--- config.mk ---
export PLATFORM = sky130hd
export DESIGN_NAME = multi_queue_priority_dispatcher_unit
export DESIGN_NICKNAME = d
export VERILOG_FILES = /design/src/rtl/mqpd_pkg.sv /design/src/rtl/mqpd_ram.sv /design/src/rtl/mqpd_out_reg.sv /design/src/rtl/multi_queue_priority_dispatcher_unit.sv
export SDC_FILE = /design/constraint.sdc
export NUM_CORES = 2
export LEC_CHECK = 0
export ABC_AREA = 0
export BUFFER_PORTS_ARGS = -buffer_cell sky130_fd_sc_hd__buf_4
export CAP_MARGIN = 20
export CORE_MARGIN = 5
export CORE_UTILIZATION = 40
export DETAILED_ROUTE_END_ITERATION = 8
export HOLD_SLACK_MARGIN = 0.03
export SLEW_MARGIN = 25
export SYNTH_ARGS = -nofsm -noshare
export SYNTH_HDL_FRONTEND = slang
export SYNTH_SLANG_ARGS = --single-unit
export TNS_END_PERCENT = 30
--- constraint.sdc ---
create_clock -name clk -period 14.3 [get_ports clk]
set_input_delay 2.86 -clock clk [delete_from_list [all_inputs] [get_ports clk]]
set_output_delay 2.86 -clock clk [all_outputs]
set_load 0.01 [all_outputs]
--- src/rtl/mqpd_pkg.sv ---
// ============================================================================
// mqpd_pkg
// Shared types, codes and default sizes of the priority dispatcher.
// ============================================================================
package mqpd_pkg;

    // Default sizes handed to the top-level parameters.
    localparam int DEF_NUM_QUEUES  = 4;
    localparam int DEF_DEPTH       = 16;
    localparam int DEF_HANDLE_BITS = 16;

    // Operation codes.
    localparam logic [3:0] FN_ENQUEUE  = 4'd0;
    localparam logic [3:0] FN_COMPLETE = 4'd1;
    localparam logic [3:0] FN_PAUSE    = 4'd2;
    localparam logic [3:0] FN_RESUME   = 4'd3;
    localparam logic [3:0] FN_REMOVE   = 4'd4;
    localparam logic [3:0] FN_SET_LIM  = 4'd5;
    localparam logic [3:0] FN_EMPTY    = 4'd6;
    localparam logic [3:0] FN_FLUSH    = 4'd7;
    localparam logic [3:0] FN_GPAUSE   = 4'd8;
    localparam logic [3:0] FN_QUERY    = 4'd9;

    // Result kinds.
    localparam logic [1:0] KIND_DISPATCH = 2'd0;
    localparam logic [1:0] KIND_FINISHED = 2'd1;
    localparam logic [1:0] KIND_ACK      = 2'd2;

    // Status codes.
    localparam logic [1:0] ST_OK       = 2'd0;
    localparam logic [1:0] ST_FULL     = 2'd1;
    localparam logic [1:0] ST_TAG_NONE = 2'd2;

    // One result transaction.
    typedef struct packed {
        logic [1:0]  kind;
        logic [1:0]  queue;
        logic [15:0] handle;
        logic [7:0]  tag;
        logic [1:0]  status;
        logic [4:0]  length;
        logic [4:0]  limit;
        logic        paused;
        logic        busy;
        logic        gpaused;
        logic        last;
    } mqpd_result_t;

endpackage

--- src/rtl/mqpd_ram.sv ---
// ============================================================================
// mqpd_ram
// Entry store: one write port, one read port, registered read data.
// ============================================================================
module mqpd_ram
    import mqpd_pkg::*;
#(
    parameter int ADDR_W = 6,
    parameter int DATA_W = 32
)
(
    input  logic              clk,
    input  logic              we,
    input  logic [ADDR_W-1:0] waddr,
    input  logic [DATA_W-1:0] wdata,
    input  logic [ADDR_W-1:0] raddr,
    output logic [DATA_W-1:0] rdata
);

    logic [DATA_W-1:0] mem [2**ADDR_W];

    always_ff @(posedge clk)
    begin
        if (we)
        begin
            mem[waddr] <= wdata;
        end
        rdata <= mem[raddr];
    end

endmodule

--- src/rtl/mqpd_out_reg.sv ---
// ============================================================================
// mqpd_out_reg
// Output register holding one result transaction until it is taken.
// ============================================================================
module mqpd_out_reg
    import mqpd_pkg::*;
(
    input  logic         clk,
    input  logic         rst_n,
    input  logic         load,
    input  mqpd_result_t res_in,
    input  logic         stall,
    output logic         valid,
    output mqpd_result_t res_out,
    output logic         ready
);

    logic         valid_reg;
    mqpd_result_t res_reg;

    // A new result may be loaded when the slot is empty or being taken.
    assign ready   = !valid_reg || !stall;
    assign valid   = valid_reg;
    assign res_out = res_reg;

    always_ff @(posedge clk or negedge rst_n)
    begin
        if (!rst_n)
        begin
            valid_reg <= 1'b0;
        end
        else if (load)
        begin
            valid_reg <= 1'b1;
        end
        else if (!stall)
        begin
            valid_reg <= 1'b0;
        end
    end

    always_ff @(posedge clk)
    begin
        if (load)
        begin
            res_reg <= res_in;
        end
    end

endmodule

--- src/rtl/multi_queue_priority_dispatcher_unit.sv ---
// ============================================================================
// multi_queue_priority_dispatcher_unit
// Several bounded queues ordered by priority with stable insertion, holding
// their entries in one synchronous memory, and dispatching queue heads.
// ============================================================================
//
//  Channel | Handshake           | Payload
//  --------+---------------------+------------------------------------------
//  input   | in_valid / in_stall | func, queue_index, priority_req, event_tag,
//          |                     | event_handle, quantity, option_flag,
//          |                     | new_limit
//  output  | out_valid/out_stall | kind, out_queue, out_handle, out_tag,
//          |                     | status, length, limit, paused, busy_res,
//          |                     | global_paused_out, last
//
// One input transaction is worked on at a time. An operation that yields only
// its acknowledge passes through accept, decode and acknowledge. An enqueue
// walks the queue backwards from its tail, reading each entry examined from
// memory, then comparing and moving it, and writes the copies one by one. A
// removal by tag walks the whole queue, reading and then processing each entry.
// Examining a queue may end in a finished report or a dispatch (head read, pop
// and result load); a global resume passes over each empty queue and examines
// each other queue.
// Reset clears all queue state at once; the entry memory needs no clearing,
// since only slots below a queue's count are ever read.
// A stalled output holds the sequencer, which waits before loading the next
// result; the input is stalled until the acknowledge has been loaded.
//
module multi_queue_priority_dispatcher_unit
    import mqpd_pkg::*;
#(
    parameter int NUM_QUEUES  = DEF_NUM_QUEUES,
    parameter int DEPTH       = DEF_DEPTH,
    parameter int HANDLE_BITS = DEF_HANDLE_BITS
)
(
    input  logic              clk,
    input  logic              rst_n,
    input  logic              in_valid,
    output logic              in_stall,
    input  logic [3:0]        func,
    input  logic [1:0]        queue_index,
    input  logic signed [7:0] priority_req,
    input  logic [7:0]        event_tag,
    input  logic [15:0]       event_handle,
    input  logic [4:0]        quantity,
    input  logic              option_flag,
    input  logic [4:0]        new_limit,
    output logic              out_valid,
    input  logic              out_stall,
    output logic [1:0]        kind,
    output logic [1:0]        out_queue,
    output logic [15:0]       out_handle,
    output logic [7:0]        out_tag,
    output logic [1:0]        status,
    output logic [4:0]        length,
    output logic [4:0]        limit,
    output logic              paused,
    output logic              busy_res,
    output logic              global_paused_out,
    output logic              last
);

    // Widths derived from the sizes.
    localparam int QW = (NUM_QUEUES > 1) ? $clog2(NUM_QUEUES) : 1;
    localparam int SW = $clog2(DEPTH);
    localparam int CW = $clog2(DEPTH + 1);
    localparam int DW = 16 + HANDLE_BITS;
    localparam int AW = QW + SW;

    // Sequencer states, one-hot.
    typedef enum logic [13:0] {
        S_IDLE   = 14'b00000000000001,
        S_DECODE = 14'b00000000000010,
        S_IRD    = 14'b00000000000100,
        S_IPROC  = 14'b00000000001000,
        S_FILL   = 14'b00000000010000,
        S_RRD    = 14'b00000000100000,
        S_RPROC  = 14'b00000001000000,
        S_EXAM   = 14'b00000010000000,
        S_XRD    = 14'b00000100000000,
        S_XPROC  = 14'b00001000000000,
        S_EMIT   = 14'b00010000000000,
        S_NEXT   = 14'b00100000000000,
        S_GSCAN  = 14'b01000000000000,
        S_ACK    = 14'b10000000000000
    } state_t;

    // Slot of a queue entry: ring position after the head, wrapped once.
    function automatic logic [SW-1:0] slot_at(input logic [SW-1:0] head,
                                              input logic [SW-1:0] off);
        logic [SW:0] sum;
        sum = {1'b0, head} + {1'b0, off};
        if (sum >= (SW+1)'(DEPTH))
        begin
            sum = sum - (SW+1)'(DEPTH);
        end
        return sum[SW-1:0];
    endfunction

    // Queue index reduced modulo the number of queues (index is below four).
    function automatic logic [QW-1:0] queue_mod(input logic [1:0] v);
        logic [2:0] r;
        r = {1'b0, v};
        for (int k = 0; k < 3; k++)
        begin
            if (int'(r) >= NUM_QUEUES)
            begin
                r = 3'(int'(r) - NUM_QUEUES);
            end
        end
        return QW'(r);
    endfunction

    // Sequencer and operation registers.
    state_t             state_reg, state_next;
    logic [QW-1:0]      cq_reg, cq_next;
    logic [QW-1:0]      aq_reg, aq_next;
    logic               scan_reg, scan_next;
    logic [3:0]         func_reg, func_next;
    logic signed [7:0]  prio_reg, prio_next;
    logic [7:0]         tag_reg, tag_next;
    logic [HANDLE_BITS-1:0] handle_reg, handle_next;
    logic [4:0]         qty_reg, qty_next;
    logic               opt_reg, opt_next;
    logic [4:0]         nl_reg, nl_next;
    logic [1:0]         status_reg, status_next;
    logic [CW-1:0]      i_reg, i_next;
    logic [CW-1:0]      j_reg, j_next;
    logic [CW-1:0]      pos_reg, pos_next;
    logic [4:0]         left_reg, left_next;
    logic               rem_reg, rem_next;
    logic [1:0]         e_kind_reg, e_kind_next;
    logic [HANDLE_BITS-1:0] e_handle_reg, e_handle_next;
    logic [7:0]         e_tag_reg, e_tag_next;

    // Per-queue state.
    logic [CW-1:0]         count_reg [NUM_QUEUES];
    logic [CW-1:0]         count_next [NUM_QUEUES];
    logic [CW-1:0]         limit_reg [NUM_QUEUES];
    logic [CW-1:0]         limit_next [NUM_QUEUES];
    logic [SW-1:0]         head_reg [NUM_QUEUES];
    logic [SW-1:0]         head_next [NUM_QUEUES];
    logic [NUM_QUEUES-1:0] paused_reg, paused_next;
    logic [NUM_QUEUES-1:0] busy_reg, busy_next;
    logic                  gp_reg, gp_next;

    // Memory port signals.
    logic          mem_we;
    logic [AW-1:0] mem_waddr;
    logic [DW-1:0] mem_wdata;
    logic [AW-1:0] mem_raddr;
    logic [DW-1:0] mem_rdata;

    // Result path.
    logic         res_load;
    logic         res_ready;
    mqpd_result_t res_in;
    mqpd_result_t res_out;

    // Fields of the entry that was read, and state of the working queue.
    logic signed [7:0]      rd_prio;
    logic [7:0]             rd_tag;
    logic [HANDLE_BITS-1:0] rd_handle;
    logic [CW-1:0]          cur_count;
    logic [CW-1:0]          cur_limit;
    logic [SW-1:0]          cur_head;
    logic [CW-1:0]          i_less;
    logic [CW-1:0]          sat_limit;
    logic                   rm_match;

    assign rd_prio   = mem_rdata[DW-1 -: 8];
    assign rd_tag    = mem_rdata[DW-9 -: 8];
    assign rd_handle = mem_rdata[HANDLE_BITS-1:0];
    assign cur_count = count_reg[cq_reg];
    assign cur_limit = limit_reg[cq_reg];
    assign cur_head  = head_reg[cq_reg];
    assign i_less    = i_reg - CW'(1);
    assign sat_limit = (int'(nl_reg) > DEPTH) ? CW'(DEPTH) : CW'(nl_reg);
    assign rm_match  = (rd_tag == tag_reg) && (opt_reg || !rem_reg);

    assign in_stall = (state_reg != S_IDLE);

    // The result always reflects the working queue as it stands now.
    always_comb
    begin
        res_in.kind    = (state_reg == S_ACK) ? KIND_ACK : e_kind_reg;
        res_in.queue   = 2'(cq_reg);
        res_in.handle  = (state_reg == S_ACK) ? 16'd0 : 16'(e_handle_reg);
        res_in.tag     = (state_reg == S_ACK) ? 8'd0 : e_tag_reg;
        res_in.status  = (state_reg == S_ACK) ? status_reg : ST_OK;
        res_in.length  = 5'(cur_count);
        res_in.limit   = 5'(cur_limit);
        res_in.paused  = paused_reg[cq_reg];
        res_in.busy    = busy_reg[cq_reg];
        res_in.gpaused = gp_reg;
        res_in.last    = (state_reg == S_ACK);
    end

    // Read address: entry under the walk index, or the head for a dispatch.
    always_comb
    begin
        case (state_reg)
            S_IRD:   mem_raddr = {cq_reg, slot_at(cur_head, SW'(i_less))};
            S_RRD:   mem_raddr = {cq_reg, slot_at(cur_head, SW'(i_reg))};
            default: mem_raddr = {cq_reg, cur_head};
        endcase
    end

    // Sequencer.
    always_comb
    begin
        state_next    = state_reg;
        cq_next       = cq_reg;
        aq_next       = aq_reg;
        scan_next     = scan_reg;
        func_next     = func_reg;
        prio_next     = prio_reg;
        tag_next      = tag_reg;
        handle_next   = handle_reg;
        qty_next      = qty_reg;
        opt_next      = opt_reg;
        nl_next       = nl_reg;
        status_next   = status_reg;
        i_next        = i_reg;
        j_next        = j_reg;
        pos_next      = pos_reg;
        left_next     = left_reg;
        rem_next      = rem_reg;
        e_kind_next   = e_kind_reg;
        e_handle_next = e_handle_reg;
        e_tag_next    = e_tag_reg;
        count_next    = count_reg;
        limit_next    = limit_reg;
        head_next     = head_reg;
        paused_next   = paused_reg;
        busy_next     = busy_reg;
        gp_next       = gp_reg;
        mem_we        = 1'b0;
        mem_waddr     = {cq_reg, cur_head};
        mem_wdata     = {prio_reg, tag_reg, handle_reg};
        res_load      = 1'b0;

        unique case (state_reg)
            S_IDLE:
            begin
                if (in_valid)
                begin
                    func_next   = func;
                    cq_next     = queue_mod(queue_index);
                    aq_next     = queue_mod(queue_index);
                    prio_next   = priority_req;
                    tag_next    = event_tag;
                    handle_next = HANDLE_BITS'(event_handle);
                    qty_next    = (quantity == 5'd0) ? 5'd1 : quantity;
                    opt_next    = option_flag;
                    nl_next     = new_limit;
                    status_next = ST_OK;
                    scan_next   = 1'b0;
                    state_next  = S_DECODE;
                end
            end

            S_DECODE:
            begin
                unique case (func_reg)
                    FN_ENQUEUE:
                    begin
                        if ((int'(cur_count) + int'(qty_reg) > int'(cur_limit)) ||
                            (int'(cur_count) + int'(qty_reg) > DEPTH))
                        begin
                            status_next = ST_FULL;
                            state_next  = S_ACK;
                        end
                        else
                        begin
                            i_next    = cur_count;
                            left_next = qty_reg;
                            pos_next  = '0;
                            state_next = (cur_count == '0) ? S_FILL : S_IRD;
                        end
                    end
                    FN_COMPLETE:
                    begin
                        busy_next[cq_reg] = 1'b0;
                        state_next        = S_EXAM;
                    end
                    FN_PAUSE:
                    begin
                        paused_next[cq_reg] = 1'b1;
                        state_next          = S_ACK;
                    end
                    FN_RESUME:
                    begin
                        paused_next[cq_reg] = 1'b0;
                        state_next = (cur_count != '0) ? S_EXAM : S_ACK;
                    end
                    FN_REMOVE:
                    begin
                        i_next   = '0;
                        j_next   = '0;
                        rem_next = 1'b0;
                        if (tag_reg == 8'd0)
                        begin
                            status_next = ST_TAG_NONE;
                            state_next  = S_ACK;
                        end
                        else
                        begin
                            state_next = (cur_count == '0) ? S_ACK : S_RRD;
                        end
                    end
                    FN_SET_LIM:
                    begin
                        limit_next[cq_reg] = sat_limit;
                        if (opt_reg && (cur_count > sat_limit))
                        begin
                            count_next[cq_reg] = sat_limit;
                        end
                        state_next = S_ACK;
                    end
                    FN_EMPTY:
                    begin
                        count_next[cq_reg] = '0;
                        busy_next[cq_reg]  = 1'b0;
                        state_next         = S_ACK;
                    end
                    FN_FLUSH:
                    begin
                        for (int k = 0; k < NUM_QUEUES; k++)
                        begin
                            count_next[k] = '0;
                        end
                        state_next = S_ACK;
                    end
                    FN_GPAUSE:
                    begin
                        gp_next = opt_reg;
                        if (opt_reg)
                        begin
                            state_next = S_ACK;
                        end
                        else
                        begin
                            scan_next  = 1'b1;
                            cq_next    = '0;
                            state_next = S_GSCAN;
                        end
                    end
                    default:
                    begin
                        state_next = S_ACK;
                    end
                endcase
            end

            S_IRD:
            begin
                state_next = S_IPROC;
            end

            S_IPROC:
            begin
                // Entries of strictly higher priority move up by the copy count.
                if (rd_prio > prio_reg)
                begin
                    mem_we    = 1'b1;
                    mem_waddr = {cq_reg, slot_at(cur_head, SW'(i_less + CW'(qty_reg)))};
                    mem_wdata = mem_rdata;
                    i_next    = i_less;
                    if (i_less == '0)
                    begin
                        pos_next   = '0;
                        state_next = S_FILL;
                    end
                    else
                    begin
                        state_next = S_IRD;
                    end
                end
                else
                begin
                    pos_next   = i_reg;
                    state_next = S_FILL;
                end
            end

            S_FILL:
            begin
                mem_we    = 1'b1;
                mem_waddr = {cq_reg, slot_at(cur_head, SW'(pos_reg))};
                pos_next  = pos_reg + CW'(1);
                left_next = left_reg - 5'd1;
                if (left_reg == 5'd1)
                begin
                    count_next[cq_reg] = cur_count + CW'(qty_reg);
                    state_next         = S_EXAM;
                end
            end

            S_RRD:
            begin
                state_next = S_RPROC;
            end

            S_RPROC:
            begin
                if (rm_match)
                begin
                    rem_next = 1'b1;
                end
                else
                begin
                    mem_we    = 1'b1;
                    mem_waddr = {cq_reg, slot_at(cur_head, SW'(j_reg))};
                    mem_wdata = mem_rdata;
                    j_next    = j_reg + CW'(1);
                end
                i_next = i_reg + CW'(1);
                if ((CW+1)'(i_reg) + (CW+1)'(1) == (CW+1)'(cur_count))
                begin
                    count_next[cq_reg] = rm_match ? j_reg : (j_reg + CW'(1));
                    state_next         = S_ACK;
                end
                else
                begin
                    state_next = S_RRD;
                end
            end

            S_EXAM:
            begin
                if (cur_count == '0)
                begin
                    e_kind_next   = KIND_FINISHED;
                    e_handle_next = '0;
                    e_tag_next    = 8'd0;
                    state_next    = S_EMIT;
                end
                else if (busy_reg[cq_reg] || paused_reg[cq_reg] || gp_reg)
                begin
                    state_next = S_NEXT;
                end
                else
                begin
                    state_next = S_XRD;
                end
            end

            S_XRD:
            begin
                state_next = S_XPROC;
            end

            S_XPROC:
            begin
                e_kind_next        = KIND_DISPATCH;
                e_handle_next      = rd_handle;
                e_tag_next         = rd_tag;
                head_next[cq_reg]  = slot_at(cur_head, SW'(1));
                count_next[cq_reg] = cur_count - CW'(1);
                busy_next[cq_reg]  = 1'b1;
                state_next         = S_EMIT;
            end

            S_EMIT:
            begin
                if (res_ready)
                begin
                    res_load   = 1'b1;
                    state_next = S_NEXT;
                end
            end

            S_NEXT:
            begin
                if (scan_reg && (cq_reg != QW'(NUM_QUEUES - 1)))
                begin
                    cq_next    = cq_reg + QW'(1);
                    state_next = S_GSCAN;
                end
                else
                begin
                    cq_next    = aq_reg;
                    scan_next  = 1'b0;
                    state_next = S_ACK;
                end
            end

            S_GSCAN:
            begin
                state_next = (cur_count != '0) ? S_EXAM : S_NEXT;
            end

            S_ACK:
            begin
                if (res_ready)
                begin
                    res_load   = 1'b1;
                    state_next = S_IDLE;
                end
            end

            default:
            begin
                state_next = S_IDLE;
            end
        endcase
    end

    // Control and queue state.
    always_ff @(posedge clk or negedge rst_n)
    begin
        if (!rst_n)
        begin
            state_reg  <= S_IDLE;
            scan_reg   <= 1'b0;
            cq_reg     <= '0;
            gp_reg     <= 1'b0;
            paused_reg <= '0;
            busy_reg   <= '0;
            for (int k = 0; k < NUM_QUEUES; k++)
            begin
                count_reg[k] <= '0;
                limit_reg[k] <= CW'(DEPTH);
                head_reg[k]  <= '0;
            end
        end
        else
        begin
            state_reg  <= state_next;
            scan_reg   <= scan_next;
            cq_reg     <= cq_next;
            gp_reg     <= gp_next;
            paused_reg <= paused_next;
            busy_reg   <= busy_next;
            count_reg  <= count_next;
            limit_reg  <= limit_next;
            head_reg   <= head_next;
        end
    end

    // Operation payload and walk registers.
    always_ff @(posedge clk)
    begin
        aq_reg       <= aq_next;
        func_reg     <= func_next;
        prio_reg     <= prio_next;
        tag_reg      <= tag_next;
        handle_reg   <= handle_next;
        qty_reg      <= qty_next;
        opt_reg      <= opt_next;
        nl_reg       <= nl_next;
        status_reg   <= status_next;
        i_reg        <= i_next;
        j_reg        <= j_next;
        pos_reg      <= pos_next;
        left_reg     <= left_next;
        rem_reg      <= rem_next;
        e_kind_reg   <= e_kind_next;
        e_handle_reg <= e_handle_next;
        e_tag_reg    <= e_tag_next;
    end

    mqpd_ram #(
        .ADDR_W (AW),
        .DATA_W (DW)
    ) u_ram (
        .clk   (clk),
        .we    (mem_we),
        .waddr (mem_waddr),
        .wdata (mem_wdata),
        .raddr (mem_raddr),
        .rdata (mem_rdata)
    );

    mqpd_out_reg u_out (
        .clk     (clk),
        .rst_n   (rst_n),
        .load    (res_load),
        .res_in  (res_in),
        .stall   (out_stall),
        .valid   (out_valid),
        .res_out (res_out),
        .ready   (res_ready)
    );

    assign kind              = res_out.kind;
    assign out_queue         = res_out.queue;
    assign out_handle        = res_out.handle;
    assign out_tag           = res_out.tag;
    assign status            = res_out.status;
    assign length            = res_out.length;
    assign limit             = res_out.limit;
    assign paused            = res_out.paused;
    assign busy_res          = res_out.busy;
    assign global_paused_out = res_out.gpaused;
    assign last              = res_out.last;

`ifndef ASSERT_OFF
    // An accepted transaction keeps the input stalled while it is worked on.
    a_busy_after_accept: assert property (@(posedge clk) disable iff (!rst_n)
        in_valid && !in_stall |=> in_stall)
        else $error("input not stalled after an accepted transaction");

    // Whenever a new transaction may enter, any pending result is an acknowledge.
    a_idle_pending_is_ack: assert property (@(posedge clk) disable iff (!rst_n)
        !in_stall |-> !out_valid || last)
        else $error("non-final result pending while the sequencer is idle");

    // The working queue never holds more than its capacity.
    a_count_bounded: assert property (@(posedge clk) disable iff (!rst_n)
        int'(cur_count) <= DEPTH)
        else $error("queue count above capacity");
`endif

endmodule
==> impl_metrics.toml <==
[status]
outcome = "completed"

[clock_tree]
cts.clk_slew.worst_paths_ps = 70
cts_hold_buffers = 0
cts_tree = "yes"
clockRootBuffer = "clkbuf_16"
insertion_delay_ps = 880
cts_setup_buffers = 0
htreeDepth = 4
cts_num_sinks = 2303
cts_resized = 0
numCtsBuffers = 225
cts_buffer_depth = 3

[setup_path]
slowest_stage = "or4b_1"
worstPathBufferInverterCount = 3
r2r_slack_ps = 7620
critPathKind = "reg2reg"
r2r-start = "state_reg[11]"
ff2ff_path_depth = 16
crit_path_start_kind = "flop"
required_ps = 15050
arrival_ps = 7430
endpoint_kind = "flop"
r2r_end = "u_ram.rdata[5]"
crit_path_max_incr_delay_ps = 720
crit_family = "simple AND/OR/NAND/NOR gates"
worstPathCellList = "or4_1 -> or4b_1 -> xnor2_1 -> ha_1 -> fa_1 -> xnor2_1 -> nor2_1 -> nand2_1 -> o31ai_4 -> buf_4 -> buf_4 -> buf_12 -> a32oi_1 -> a41oi_1 -> nand4_1 -> o31a_1"
cp_max_fo = 121

[cells_and_area]
synthToLayoutAreaGrowth_pct = 13.7
drive_gt1_frac = 0.113
nNetsFinal = 6602
largest_register = "u_ram.mem"
largest_reg_flops = 2048
fin_cells = 9700
fillers = 19830

[synth]
yosysSeqAreaShare = 0.747
synth_nets = 6499
synth_seq_cells = 2303
yosys.area.top_type_share = 0.717
ys_top_cells_by_area = "edfxtp_1, nand2_1, mux2i_1"
synth_top_family_by_area = "simple AND/OR/NAND/NOR gates"
syn_avg_cell_area_um2 = 14.3
synth_cell_types = 72
ys.flop_type = "edfxtp_1"
synthAdderAreaFrac = 0.00827
synth-async-reset-ratio = 0.0360
synthMostInstantiatedCell = "edfxtp_1"
synth_common_cells = "edfxtp_1, nand2_1, nand3_1"
synth_largest_area_cell = "edfxtp_1"
yosys_warnings = 0
synth_compound_area_frac = 0.0577
synth_simple_gate_area_frac = 0.118
synthXorXnorAreaFrac = 0.00502
netlist_area_um2 = 91600
synthCells = 6389
synthMuxAreaShare = 0.0451
synth_edf_count = 2188

[timing]
fmax_mhz = 150
hold_viol = 0
setup_violations = 0
min_period_ps = 6680
worst_pin_slew_ps = 1150
finalCritPeriodShare = 0.467
finalSetupTns_ps = 0
skew_ps = 49.8
drv_slew = 0
max_slew_margin = 0.234
rsz0062_at_grt = "false"

[power]
power_leakage_nw = 36.4
ir_drop_mv = 0.113
p_per_area_nw_per_um2 = 159
power_mw = 16.5

[die]
io_pins = 99
die_h_um = 489
initial_core_util = 0.402
die_area_um2 = 239000
coreArea_um2 = 228000
rows = 175
die_x_um = 489

[route]
drt_iter0_markers = 6925
final_antenna_net_count = 0
routed_wirelength_mm = 266
viasPerCell = 5.86
wl_per_cell_um = 27.4
dr.pass1.iters = 6
num_vias = 56833
drc = 0

[worst_hold_path]
min_to = "limit_reg[6]"
hp-class = "reg2reg"
hold_path_depth = 2
hold_path.startpoint = "limit_reg[6]"

[grt]
gr-usage-met1 = 0.307
grt_pass1_wl_mm = 384
top_usage_layer = "met2"
groute.layer.met3.usage = 0.0403
antenna_found_initial = 15
grt_start_max_net_pins = 163
grt.total_usage = 0.218
grt_pass1_vias = 54754
met2_usage = 0.342
grt.overflow.total = 0

[placement]
port_buffers = 98
gp_congestion = 0.850
hpwl_mm = 151
place_inst = 9272

[flow_run]
drv_cap = 0
final cells by class:
cell class,instances,area (um^2),share of cell area
Clock buffer,291,6020,0.0578
Timing Repair Buffer,274,2490,0.0239
Multi-Input combinational cell,3639,22100,0.212
Sequential cell,2303,68400,0.657
Tap cell,3009,3760,0.0361
Clock inverter,133,1130,0.0109
Inverter,49,185,0.00178
Antenna cell,2,5.00,0.0000481
cell families (layout without fill, tap and decap cells):
| logic type | count (synthesis) | in the layout |
|---|---|---|
| AO/OA/AOI/OAI | 689 | 689 |
| XOR/XNOR | 50 | 50 |
| adder cells (fa/ha/maj) | 57 | 57 |
| buffers and inverters | 447 | 747 |
| flip-flops | 2303 | 2303 |
| multiplexers | 389 | 389 |
| other | 0 | 2 |
| AND/OR/NAND/NOR | 2454 | 2454 |
how the worst max path moves through the flow:
stage | start | to | slack (ps) | cells past startpoint
after floorplan | out_stall | u_out.res_out[0] | 8800 | 1
after global placement | cq_reg[0] | u_ram.mem[21][16] | 7710 | 11
after detailed placement | state_reg[11] | u_ram.rdata[5] | 7740 | 16
after CTS | state_reg[11] | u_ram.rdata[5] | 7680 | 16
after global routing | state_reg[11] | u_ram.rdata[5] | 7500 | 16
final | state_reg[11] | u_ram.rdata[5] | 7620 | 16
stage by stage:
stage                     cell area (um^2)  setup WS [ps]  hold WS, ps   util
after floorplan                      91600           8800          440      -
after global placement               96500           7710          455  0.424
after detailed placement             96900           7740          466  0.426
after CTS                           104000           7680          482  0.457
after global routing                104000           7500          495  0.457
final                               104000           7620          476  0.457
where the power goes:
group	total (mW)	leakage, nW	internal (mW)	switching [mW]
registers	8.18	21.1	7.92	0.260
clock network	5.75	3.49	3.21	2.54
logic	2.59	11.8	0.635	1.95
total	16.5	36.4	11.8	4.76
routing by layer:
| layer | wire length (um) | vias up | part of all wire |
|---|---|---|---|
| met4 | 8910 | 4 | 0.034 |
| li1 | - | 24518 | - |
| met2 | 122000 | 2739 | 0.46 |
| met3 | 23900 | 436 | 0.090 |
| met1 | 111000 | 29136 | 0.42 |
| met5 | 29 | - | 0.00011 |
tightest hold or removal path: stages, from the launching register on:
cell and delay (ps):
dfrtp_1 340, nand2_1 50, o21ai_0 60
layout by cell type (no fill, tap or decap), types with 35 or more instances in the layout:
cell and n:
a21oi_1 63, a32oi_1 326, and2_1 35, buf_4 249, clkbuf_1 55, clkbuf_16 228
clkinv_1 53, clkinv_2 45, dfrtp_1 76, edfxtp_1 2188, ha_1 51, inv_1 47
mux2_2 42, mux2i_1 329, nand2_1 1499, nand3_1 402, nand4_1 252, nor2_1 68
nor2_4 64, nor2b_1 37, o21ai_0 91
Power figures use the tool's default switching activity.
